$ cat config.mk
export PLATFORM = sky130hd
export DESIGN_NAME = wav_stream_header_parser_top
export DESIGN_NICKNAME = d
export VERILOG_FILES = /design/src/rtl/wsp_pkg.sv /design/src/rtl/wsp_parser.sv /design/src/rtl/wav_stream_header_parser_top.sv
export SDC_FILE = /design/constraint.sdc
export NUM_CORES = 1
export LEC_CHECK = 0
export BUFFER_PORTS_ARGS = -buffer_cell sky130_fd_sc_hd__buf_2
export CORE_ASPECT_RATIO = 2
export CORE_MARGIN = 4
export CORE_UTILIZATION = 65
export DETAILED_ROUTE_END_ITERATION = 8
export PLACE_DENSITY_LB_ADDON = 0.2
export SYNTH_ARGS = -nofsm -noshare
export SYNTH_HDL_FRONTEND = slang
export SYNTH_SLANG_ARGS = --single-unit
$ cat constraint.sdc
create_clock -name clk -period 9.15 [get_ports clk]
set_input_delay 2.745 -clock clk [delete_from_list [all_inputs] [get_ports clk]]
set_output_delay 2.745 -clock clk [all_outputs]
set_load 0.005 [all_outputs]
$ cat src/rtl/wsp_pkg.sv
package wsp_pkg;

    // Parser phase
    typedef enum logic [2:0] {
        PH_HEADER,
        PH_FMT_SKIP,
        PH_CHUNK_HDR,
        PH_CHUNK_SKIP,
        PH_DATA,
        PH_IDLE
    } phase_t;

    // Status report codes
    typedef enum logic [1:0] {
        ST_OPENED      = 2'd0,
        ST_INVALID     = 2'd1,
        ST_UNSUPPORTED = 2'd2
    } status_t;

    // Result kind
    localparam logic KIND_PCM    = 1'b0;
    localparam logic KIND_STATUS = 1'b1;

    // Little-endian chunk signatures as they sit in the tag shifter
    localparam logic [31:0] TAG_RIFF = 32'h4646_4952;
    localparam logic [31:0] TAG_WAVE = 32'h4556_4157;
    localparam logic [31:0] TAG_FMT  = 32'h2074_6d66;
    localparam logic [31:0] TAG_DATA = 32'h6174_6164;

    // Byte positions in the canonical header
    localparam logic [5:0] IDX_RIFF_END   = 6'd3;
    localparam logic [5:0] IDX_WAVE_END   = 6'd11;
    localparam logic [5:0] IDX_FMT_END    = 6'd15;
    localparam logic [5:0] IDX_FMT_LEN    = 6'd19;
    localparam logic [5:0] IDX_FORMAT     = 6'd21;
    localparam logic [5:0] IDX_CHANNELS   = 6'd23;
    localparam logic [5:0] IDX_RATE       = 6'd27;
    localparam logic [5:0] IDX_BITS       = 6'd35;

    // Byte positions in a chunk header
    localparam logic [5:0] IDX_TAG_BYTES  = 6'd4;
    localparam logic [5:0] IDX_CHUNK_LAST = 6'd7;

    localparam logic [31:0] FMT_BASE_LEN = 32'd16;
    localparam logic [15:0] FMT_PCM      = 16'd1;
    localparam logic [15:0] FMT_FLOAT    = 16'd3;
    localparam logic [15:0] FLOAT_BITS   = 16'd32;

    // One incoming byte with its markers
    typedef struct packed {
        logic [7:0] in_byte;
        logic       first_byte;
        logic       end_of_file;
    } item_t;

    // One result item
    typedef struct packed {
        logic        kind;
        logic [7:0]  pcm_byte;
        status_t     status;
        logic [15:0] channel_count;
        logic [31:0] rate_hz;
        logic [15:0] sample_bits;
        logic [15:0] format_code;
        logic [31:0] data_length;
        logic        last_data;
    } result_t;

endpackage

$ cat src/rtl/wsp_parser.sv
module wsp_parser
(
    input  logic             clk,
    input  logic             rst_n,
    input  logic             step_valid,
    input  wsp_pkg::item_t   item,
    output logic             res_valid,
    output wsp_pkg::result_t res
);

    import wsp_pkg::*;

    phase_t      phase_reg, phase_next, phase_step;
    logic [5:0]  byte_index_reg, byte_index_next;
    logic [31:0] skip_count_reg, skip_count_next;
    logic [31:0] chunk_tag_reg, chunk_tag_next;
    logic [31:0] chunk_length_reg, chunk_length_next;
    logic [31:0] data_remaining_reg, data_remaining_next;
    logic [31:0] fmt_length_reg, fmt_length_next;
    logic [15:0] held_channels_reg, held_channels_next;
    logic [31:0] held_rate_reg, held_rate_next;
    logic [15:0] held_bits_reg, held_bits_next;
    logic [15:0] held_format_reg, held_format_next;

    // State as seen by this byte: a first byte restarts from the reset values
    phase_t      cur_phase;
    logic [5:0]  cur_idx;
    logic [31:0] cur_skip;
    logic [31:0] cur_tag;
    logic [31:0] cur_len;
    logic [31:0] cur_rem;
    logic [31:0] cur_fmt_len;
    logic [15:0] cur_channels;
    logic [31:0] cur_rate;
    logic [15:0] cur_format;
    logic [15:0] cur_bits;

    logic        restart;
    logic [31:0] tag_shift;
    logic [31:0] len_shift;
    logic [31:0] skip_dec;
    logic [31:0] rem_dec;
    logic        bad_sig;
    logic        fmt_ok;
    logic        chunk_done;

    assign restart      = item.first_byte;
    assign cur_phase    = restart ? PH_HEADER : phase_reg;
    assign cur_idx      = restart ? '0 : byte_index_reg;
    assign cur_skip     = restart ? '0 : skip_count_reg;
    assign cur_tag      = restart ? '0 : chunk_tag_reg;
    assign cur_len      = restart ? '0 : chunk_length_reg;
    assign cur_rem      = restart ? '0 : data_remaining_reg;
    assign cur_fmt_len  = restart ? '0 : fmt_length_reg;
    assign cur_channels = restart ? '0 : held_channels_reg;
    assign cur_rate     = restart ? '0 : held_rate_reg;
    assign cur_format   = restart ? '0 : held_format_reg;
    assign cur_bits     = restart ? '0 : held_bits_reg;

    // Shift the byte in from the top, little-endian
    assign tag_shift = {item.in_byte, cur_tag[31:8]};
    assign len_shift = {item.in_byte, cur_len[31:8]};
    assign skip_dec  = cur_skip - 32'd1;
    assign rem_dec   = cur_rem - 32'd1;

    assign bad_sig = (cur_idx == IDX_RIFF_END && tag_shift != TAG_RIFF) ||
                     (cur_idx == IDX_WAVE_END && tag_shift != TAG_WAVE) ||
                     (cur_idx == IDX_FMT_END  && tag_shift != TAG_FMT);

    assign fmt_ok = (cur_format == FMT_PCM) ||
                    (cur_format == FMT_FLOAT && tag_shift[31:16] == FLOAT_BITS);

    assign chunk_done = (cur_idx >= IDX_CHUNK_LAST);

    // Next state
    always_comb
    begin
        phase_step          = cur_phase;
        byte_index_next     = cur_idx;
        skip_count_next     = cur_skip;
        chunk_tag_next      = cur_tag;
        chunk_length_next   = cur_len;
        data_remaining_next = cur_rem;
        fmt_length_next     = cur_fmt_len;
        held_channels_next  = cur_channels;
        held_rate_next      = cur_rate;
        held_bits_next      = cur_bits;
        held_format_next    = cur_format;

        case (cur_phase)
            PH_HEADER:
            begin
                chunk_tag_next  = tag_shift;
                byte_index_next = cur_idx + 6'd1;
                if (bad_sig)
                begin
                    phase_step = PH_IDLE;
                end
                else
                begin
                    if (cur_idx == IDX_FMT_LEN)  fmt_length_next    = tag_shift;
                    if (cur_idx == IDX_FORMAT)   held_format_next   = tag_shift[31:16];
                    if (cur_idx == IDX_CHANNELS) held_channels_next = tag_shift[31:16];
                    if (cur_idx == IDX_RATE)     held_rate_next     = tag_shift;
                    if (cur_idx == IDX_BITS)
                    begin
                        held_bits_next = tag_shift[31:16];
                        if (!fmt_ok)
                        begin
                            phase_step = PH_IDLE;
                        end
                        else
                        begin
                            byte_index_next = '0;
                            if (cur_fmt_len > FMT_BASE_LEN)
                            begin
                                skip_count_next = cur_fmt_len - FMT_BASE_LEN;
                                phase_step      = PH_FMT_SKIP;
                            end
                            else
                            begin
                                phase_step = PH_CHUNK_HDR;
                            end
                        end
                    end
                end
            end
            PH_FMT_SKIP, PH_CHUNK_SKIP:
            begin
                skip_count_next = skip_dec;
                if (skip_dec == '0)
                begin
                    phase_step      = PH_CHUNK_HDR;
                    byte_index_next = '0;
                end
            end
            PH_CHUNK_HDR:
            begin
                byte_index_next = cur_idx + 6'd1;
                if (cur_idx < IDX_TAG_BYTES)
                begin
                    chunk_tag_next = tag_shift;
                end
                else
                begin
                    chunk_length_next = len_shift;
                    if (chunk_done)
                    begin
                        byte_index_next = '0;
                        if (cur_tag == TAG_DATA)
                        begin
                            data_remaining_next = len_shift;
                            phase_step          = PH_DATA;
                        end
                        else if (len_shift != '0)
                        begin
                            skip_count_next = len_shift;
                            phase_step      = PH_CHUNK_SKIP;
                        end
                    end
                end
            end
            PH_DATA:
            begin
                if (cur_rem == '0)
                begin
                    phase_step = PH_IDLE;
                end
                else
                begin
                    data_remaining_next = rem_dec;
                    if (rem_dec == '0)
                        phase_step = PH_IDLE;
                end
            end
            default:
            begin
                phase_step = PH_IDLE;
            end
        endcase

        // End of file always ends parsing
        phase_next = item.end_of_file ? PH_IDLE : phase_step;
    end

    // Result for this byte
    always_comb
    begin
        res       = '0;
        res_valid = 1'b0;

        case (cur_phase)
            PH_HEADER:
            begin
                if (bad_sig)
                begin
                    res_valid  = 1'b1;
                    res.kind   = KIND_STATUS;
                    res.status = ST_INVALID;
                end
                else if (cur_idx == IDX_BITS && !fmt_ok)
                begin
                    res_valid         = 1'b1;
                    res.kind          = KIND_STATUS;
                    res.status        = ST_UNSUPPORTED;
                    res.channel_count = cur_channels;
                    res.rate_hz       = cur_rate;
                    res.sample_bits   = tag_shift[31:16];
                    res.format_code   = cur_format;
                end
            end
            PH_CHUNK_HDR:
            begin
                if (cur_idx >= IDX_TAG_BYTES && chunk_done && cur_tag == TAG_DATA)
                begin
                    res_valid         = 1'b1;
                    res.kind          = KIND_STATUS;
                    res.status        = ST_OPENED;
                    res.channel_count = cur_channels;
                    res.rate_hz       = cur_rate;
                    res.sample_bits   = cur_bits;
                    res.format_code   = cur_format;
                    res.data_length   = len_shift;
                end
            end
            PH_DATA:
            begin
                if (cur_rem != '0)
                begin
                    res_valid     = 1'b1;
                    res.kind      = KIND_PCM;
                    res.pcm_byte  = item.in_byte;
                    res.last_data = (rem_dec == '0) || item.end_of_file;
                end
            end
            default:
            begin
                res_valid = 1'b0;
            end
        endcase

        // Flag a file that ends before the data chunk opens
        if (item.end_of_file && !res_valid &&
            phase_step != PH_IDLE && phase_step != PH_DATA)
        begin
            res        = '0;
            res_valid  = 1'b1;
            res.kind   = KIND_STATUS;
            res.status = ST_INVALID;
        end

        res_valid = res_valid && step_valid;
    end

    // Advance parser state once per processed byte
    always_ff @(posedge clk or negedge rst_n)
    begin
        if (!rst_n)
        begin
            phase_reg          <= PH_HEADER;
            byte_index_reg     <= '0;
            skip_count_reg     <= '0;
            chunk_tag_reg      <= '0;
            chunk_length_reg   <= '0;
            data_remaining_reg <= '0;
            fmt_length_reg     <= '0;
            held_channels_reg  <= '0;
            held_rate_reg      <= '0;
            held_bits_reg      <= '0;
            held_format_reg    <= '0;
        end
        else if (step_valid)
        begin
            phase_reg          <= phase_next;
            byte_index_reg     <= byte_index_next;
            skip_count_reg     <= skip_count_next;
            chunk_tag_reg      <= chunk_tag_next;
            chunk_length_reg   <= chunk_length_next;
            data_remaining_reg <= data_remaining_next;
            fmt_length_reg     <= fmt_length_next;
            held_channels_reg  <= held_channels_next;
            held_rate_reg      <= held_rate_next;
            held_bits_reg      <= held_bits_next;
            held_format_reg    <= held_format_next;
        end
    end

    // An idle parser stays silent until a new file starts
    a_idle_silent: assert property (@(posedge clk) disable iff (!rst_n)
        step_valid && phase_reg == PH_IDLE && !item.first_byte |-> !res_valid)
        else $error("result produced while idle");

    // End of file leaves the parser idle
    a_eof_idle: assert property (@(posedge clk) disable iff (!rst_n)
        step_valid && item.end_of_file |=> phase_reg == PH_IDLE)
        else $error("parser not idle after end of file");

    // An opened report hands over to the data phase
    a_open_data: assert property (@(posedge clk) disable iff (!rst_n)
        res_valid && res.kind == KIND_STATUS && res.status == ST_OPENED &&
        !item.end_of_file |=> phase_reg == PH_DATA)
        else $error("opened report without data phase");

endmodule

$ cat src/rtl/wav_stream_header_parser_top.sv
// Channel   Dir  tdata                          tuser             tlast
// s_axis    in   [7:0] in_byte                  [0] first_byte    end_of_file
// m_axis    out  pcm_byte, status, header       [0] kind          last_data
//                fields, data_length (122 bits
//                packed, zero-filled to 128)
//
// One byte is taken every cycle while m_axis does not stall; each byte goes from the input
// register through the single-pass byte parser into the result register, from which m_axis
// takes its result (input register, single-pass byte parser, result register).
// rst_n clears both valid flags and the parser to its header phase.
// A stall on m_axis holds the result and lets one more byte wait in the
// input register before s_tready falls.
module wav_stream_header_parser_top
(
    input  logic         clk,
    input  logic         rst_n,

    input  logic         s_tvalid,
    output logic         s_tready,
    input  logic [7:0]   s_tdata,   // [7:0] in_byte
    input  logic [0:0]   s_tuser,   // [0] first_byte
    input  logic         s_tlast,   // end_of_file

    output logic         m_tvalid,
    input  logic         m_tready,
    // [7:0] pcm_byte, [9:8] status, [25:10] channel_count, [57:26] rate_hz,
    // [73:58] sample_bits, [89:74] format_code, [121:90] data_length, [127:122] zero
    output logic [127:0] m_tdata,
    output logic [0:0]   m_tuser,   // [0] kind
    output logic         m_tlast    // last_data
);

    import wsp_pkg::*;

    logic    in_valid_reg;
    item_t   in_item_reg;
    logic    out_valid_reg;
    result_t out_res_reg;

    logic    advance;
    logic    s_fire;
    logic    res_valid;
    result_t res;

    // Move the held byte through the parser when the result slot is free
    assign advance  = in_valid_reg && (!out_valid_reg || m_tready);
    assign s_tready = !in_valid_reg || !out_valid_reg || m_tready;
    assign s_fire   = s_tvalid && s_tready;

    wsp_parser u_parser
    (
        .clk        (clk),
        .rst_n      (rst_n),
        .step_valid (advance),
        .item       (in_item_reg),
        .res_valid  (res_valid),
        .res        (res)
    );

    // Input register valid flag
    always_ff @(posedge clk or negedge rst_n)
    begin
        if (!rst_n)
            in_valid_reg <= 1'b0;
        else if (s_fire)
            in_valid_reg <= 1'b1;
        else if (advance)
            in_valid_reg <= 1'b0;
    end

    // Capture the incoming transaction
    always_ff @(posedge clk)
    begin
        if (s_fire)
        begin
            in_item_reg.in_byte     <= s_tdata;
            in_item_reg.first_byte  <= s_tuser[0];
            in_item_reg.end_of_file <= s_tlast;
        end
    end

    // Result register valid flag
    always_ff @(posedge clk or negedge rst_n)
    begin
        if (!rst_n)
            out_valid_reg <= 1'b0;
        else if (advance)
            out_valid_reg <= res_valid;
        else if (m_tready)
            out_valid_reg <= 1'b0;
    end

    // Hold the result until taken
    always_ff @(posedge clk)
    begin
        if (advance)
            out_res_reg <= res;
    end

    assign m_tvalid   = out_valid_reg;
    assign m_tuser[0] = out_res_reg.kind;
    assign m_tlast    = out_res_reg.last_data;
    assign m_tdata    = {6'd0,
                         out_res_reg.data_length,
                         out_res_reg.format_code,
                         out_res_reg.sample_bits,
                         out_res_reg.rate_hz,
                         out_res_reg.channel_count,
                         out_res_reg.status,
                         out_res_reg.pcm_byte};

endmodule

* After elaboration in Yosys (flattened, before gate mapping)
Cells that the tools add are included.
** Storage, ports and cells
- Bits in registers :: 385
- Output and inout bits :: 132
- Word-level logic and storage cells :: 173
- Input port bits :: 14
** Operators by class
- Order comparisons :: 4
- Mux-type cells :: 80
- Add/sub/neg operators :: 4
- Equal/unequal tests :: 21
- Bitwise logic cells :: 4
- Reduce and logical (&&, ||, !) cells :: 35
** Operator list (count)
- 32-bit 2-to-1 mux :: 27
- 16-bit 2-to-1 mux :: 12
- 82-bit case mux with 2 select lines :: 1
- 32-bit case mux with 2 select lines :: 2
- 112-bit 2-to-1 mux :: 1
- 32-bit logical NOT :: 3
- 32-bit case mux with 3 select lines :: 1
- 82-bit 2-to-1 mux :: 1
- 80-bit 2-to-1 mux :: 1
- 32-bit by 31-bit != test with 1-bit output, second input constant :: 2
- 32-bit nonzero test :: 2
- 32-bit by 1-bit subtractor with 32-bit output, second input constant :: 2
- 6-bit 2-to-1 mux :: 7
- 3-bit 2-to-1 mux :: 12
- 32-bit by 31-bit equality test with 1-bit output, second input constant :: 1
- 32-bit by 5-bit > comparator with 1-bit output, second input constant :: 1
- 32-bit by 30-bit != test with 1-bit output, second input constant :: 1
- 32-bit by 5-bit subtractor with 32-bit output, second input constant :: 1
- 6-bit by 5-bit equality test with 1-bit output, second input constant :: 4
- 6-bit case mux with 3 select lines :: 1
- 16-bit by 1-bit equality test with 1-bit output, second input constant :: 1
- 16-bit by 2-bit equality test with 1-bit output, second input constant :: 1
- 16-bit by 6-bit equality test with 1-bit output, second input constant :: 1
- 1-bit logical AND :: 13
- 21 further kinds :: 49

* Logic depth before layout (Yosys ltp)
- Depth in word-level cells :: 16
- Gate-level depth with buffers :: 18
- Depth with buffers taken out :: 12

* Hierarchy
From an unflattened synthesis, not the netlist that was laid out.
** Second synthesis, totals
- Cells, all modules :: 1802
- Area total of the unflattened synthesis :: 18834.3 um^2
** Modules (own cells, without submodules)
- wsp_parser :: cells each 1652, seq. area each 6030.8 um^2, times used 1, area each 14656.6 um^2
- wav_stream_header_parser_top :: cells each 150, seq. area each 4073.9 um^2, times used 1, area each 4177.8 um^2

* Worst setup path after synthesis
No wires, ideal clock.
- Path type :: input port to flip-flop
- Start point :: in m_tready
- End point :: reg u_parser.data_remaining_reg[15]
- Buffers on the path :: 1
- Data required time :: 9065 ps
- Setup slack :: 1764 ps
- Library setup time :: 85 ps
- Cell stages on the path :: 6
- Arrival time :: 7302 ps
- Cells stage by stage :: nand2b_1 -> nand2_1 -> inv_1 -> clkbuf_1 -> o21ai_0 -> nand2_1
** On the way
- Longest elaborated chain between the ends :: 2
** Ends and longest elaborated chain
- from (decl) :: RTL line wav_stream_header_parser_top.sv:25 : input logic m_tready,
- 1-bit logical OR :: RTL line wav_stream_header_parser_top.sv:46 : assign advance = in_valid_reg && (!out_valid_reg || m_tready);
- 1-bit logical AND :: RTL line wav_stream_header_parser_top.sv:46
- via advance :: RTL line wav_stream_header_parser_top.sv:40 : logic advance;
- to (signal assigned) :: RTL line wsp_parser.sv:279 : data_remaining_reg <= data_remaining_next;
- to (decl) :: RTL line wsp_parser.sv:18 : logic [31:0] data_remaining_reg, data_remaining_next;
The timed path passes the listed nets, and every way through them passes these cells.
A chain may end at the register's enable or synchronous reset.

* Worst setup path in the final report
- Start point :: in m_tready
- End point :: out s_tready
** On the way
- Longest elaborated chain between the ends :: 1
** Ends and longest elaborated chain
- 1-bit logical OR :: RTL line wav_stream_header_parser_top.sv:47 : assign s_tready = !in_valid_reg || !out_valid_reg || m_tready;
- to (decl) :: RTL line wav_stream_header_parser_top.sv:19 : output logic s_tready,
No other way between the ends.

==> impl_results.md <==
* Status: completed
* Crit share post-route at 0.654
* First-pass GRT wire length at around 94000 µm
* Synth top area share at 0.310
* # diodes at 0
* Final Wtd Congestion at approximately 0.97
* Synth area leader: dfrtp_1
* Crit path DAT at ~3.2 ns
* Post-synthesis async set-or-reset flop share at 0.645
* Initial antenna violation count at 0
* DR pass1 iterations at 6
* Seq/Total Area, Yosys at 0.516
* Vias in the first global route at between 15000 and 20000
* Worst path bufs/invs at 2
* CTS Buf Count at 35
* Critical Path Start Type: input pin
* Port Buffers at 139
* Worst slew pin tran at around 1.3 ns
* EDFF count, synth at around 130
* Core Region at 29600 µm²
* Max-Cap Viols at 0
* Worst slew margin at 0.137
* Largest net degree at the start of global routing at 154
* CP peak stage delay at 0.15 ns
* CP dominant cell by count: buf_2
* Synthesis-to-layout area growth at 9.80%
* Cell area after synthesis at 19600 µm²
* Post-DP HPWL at 41000 µm
* Setup tns final at 0 ns
* Seq. cell area at 10100 µm²
* RSZ-0062 raised after global routing: no
* Via density at ~7.0
* Placement Setup Slack at roughly 3.2 ns
* # H-tree levels at 2
* Post-CTS Setup Bufs at 0
* Critical Path Slowest Stage Cell: nor2b_1
* Synth top area cells: dfrtp_1 31%, edfxtp_1 21%, nand2_1 4.8%, a22oi_1 4.2%, o21ai_0 3.7%
* Most used DFF post-synth: dfrtp_1
* First DRT Iteration DRCs at between 1500 and 2000
* Min Clock Period, post-route at 5.98 ns
* I/O pin count at 146
* Max reg flops at around 120
* Kind of end point of the critical path: primary output
* CTS tree: built
* Cts hold-fix bufs at 0
* Tot GR Track Use at 0.369
* Area of the multi-input gates at between 8000 and 9000 µm²
* Leak pwr at 8.92 nW
* Initial Utilization at 0.661
* Clock sink count at 377
* Netlist cell types at a little under 100
* Setup CP Type: input pin to primary output
* WP data required at 6.41 ns
* Mean area per synthesized cell at 9.87 µm²
* Nets at 2058
* Die W at around 130 µm
* Cell class contributing the biggest share of worst-path delay: simple AND/OR/NAND/NOR gates
* Final Skew at 0.0253 ns
* Fmax at between 150 and 200 MHz
* Clk_lat worst skew at 0.55 ns
* Clock-pin slew on the worst setup and hold paths at ~0.070 ns
* Synth warnings at 0
* Post-Route WL at 60900 µm
* Final setup margin at around 3.2 ns
* DR WL/cell at 25.1 µm
* Row count at 89
* VDD IR-drop max at 0.254 mV
* Die Span Y at 254 µm
* Fillers at 2174
* Via Count at 17000
* Cell Chain, Critical Path: buf_2 > nor2b_1 > nand2_1 > buf_2
* Final hold vios at 0
* Yosys reg bits at 377
* Overflow after GRT at 0
* CTS max path bufs at 3
* # setup viols final at 0
* Clock root buffer: clkbuf_16
* Final ANT Viol Nets at 0
* Cells after Synth at 1985
* Min-Delay Path Class: register to register
* CP max FO at 3
* Remaining DRCs at 0
* Cts repair resizes at 0
* P per Cell Area at 289 nW/µm²
* Die area at 33100 µm²
* Layout cell share with drive strength beyond 1 at 0.130
* Overall power at between 6 and 7 mW
* Slew Viols, Final at 0
## logic make-up (layout without fill, tap and decap cells)
group,Yosys count,count (layout),synth area share
flip-flops,377,377,0.516
other,1,6,0.000191
AND/OR/NAND/NOR,742,742,0.199
buffers and inverters,191,261,0.0418
AO/OA/AOI/OAI,617,617,0.215
adder cells (fa/ha/maj),10,10,0.00639
multiplexers,10,10,0.00536
XOR/XNOR,37,37,0.0165
## worst register-to-register path, stage by stage (launching register included)
cell and delay [ns]:
edfxtp_1 0.36, buf_4 0.39, inv_2 0.15, buf_4 0.59, nand2_1 0.31, inv_1 0.11
ha_1 0.30, a21oi_1 0.13, a21o_1 0.26, a211oi_2 0.63, nor2_1 0.18, o21ai_1 0.67
nand2_2 0.43, a22o_1 0.35
## final timing paths
| kind | startpoint | endpoint | slack [ns] | cells past startpoint |
|---|---|---|---|---|
| worst max-delay path | m_tready | s_tready | 3.17 | 4 |
| worst min-delay path | u_parser.chunk_tag_reg[5] | u_parser.chunk_tag_reg[5] | 0.46 | 2 |
| worst max register to register | in_item_reg[1] | u_parser.skip_count_reg[20] | 4.17 | 13 |
| worst min register to register | u_parser.chunk_tag_reg[5] | u_parser.chunk_tag_reg[5] | 0.46 | 2 |
| max in group asynchronous | rst_n | u_parser.held_rate_reg[21] | 5.58 | 2 |
| min in group asynchronous | rst_n | u_parser.data_remaining_reg[9] | 2.16 | 1 |
## area by class of cell
type                       count  area share
sequential                   377       0.470
multi-input combinational   1422       0.405
timing repair buffer         175      0.0460
clock buffer                  47      0.0447
tap                          364      0.0212
clock inverter                16     0.00925
inverter                      23     0.00425
## placed cells by master (no fill, tap or decap), types with 10 or more instances in the layout
master / instances
o211ai_1: 15
nor3_1: 45
and3_1: 35
a21o_1: 21
inv_1: 21
a22o_1: 68
nand2_1: 250
dfrtp_1: 243
o2bb2ai_1: 11
nand3_1: 41
nor2b_1: 19
a22oi_1: 110
and2_1: 78
nand4_1: 28
xor2_1: 15
o21ai_0: 143
ha_1: 10
xnor2_1: 22
o21a_1: 14
a31oi_1: 15
nor2_1: 106
edfxtp_1: 134
a221oi_1: 14
or3_1: 17
clkbuf_16: 36
o21ai_1: 49
buf_2: 138
nor4_1: 32
buf_4: 35
a21oi_1: 65
## routing by layer
metal,wire [µm],vias up,part of all wire,GRT usage
met5,0,-,0,0
met1,21000,8167,0.34,0.436
met2,30000,997,0.49,0.605
li1,-,7481,-,-
met4,5660,0,0.093,0.271
met3,4210,316,0.069,0.0534
## stage by stage
step	util	cells	hold slack, ns	cell area [µm²]
after detailed placement	0.687	2361	0.449	20300
after CTS	0.726	2424	0.463	21500
final	0.726	2424	0.465	21500
after floorplan	-	1990	0.431	19600
after global placement	0.687	2361	0.444	20300
after global routing	0.726	2424	0.511	21500
## report_power, final
group | internal [mW] | switching (mW) | total, mW | leakage (nW)
sequential | 2.07 | 0.494 | 2.57 | 4.66
combinational | 0.770 | 1.38 | 2.15 | 3.71
clock | 0.838 | 0.668 | 1.51 | 0.554
## Yosys cell counts, drive strengths merged, types with 29 or more instances
library cell and number:
a22o 68, dfrtp 243, nor2 111, nand3 42
edfxtp 134, buf 49, nor3 48, and2 79
o21ai 193, a22oi 110, nand4 29, and3 35
clkbuf 119, nand2 252, nor4 37, a21oi 65
(Power assumes the default switching activity.)
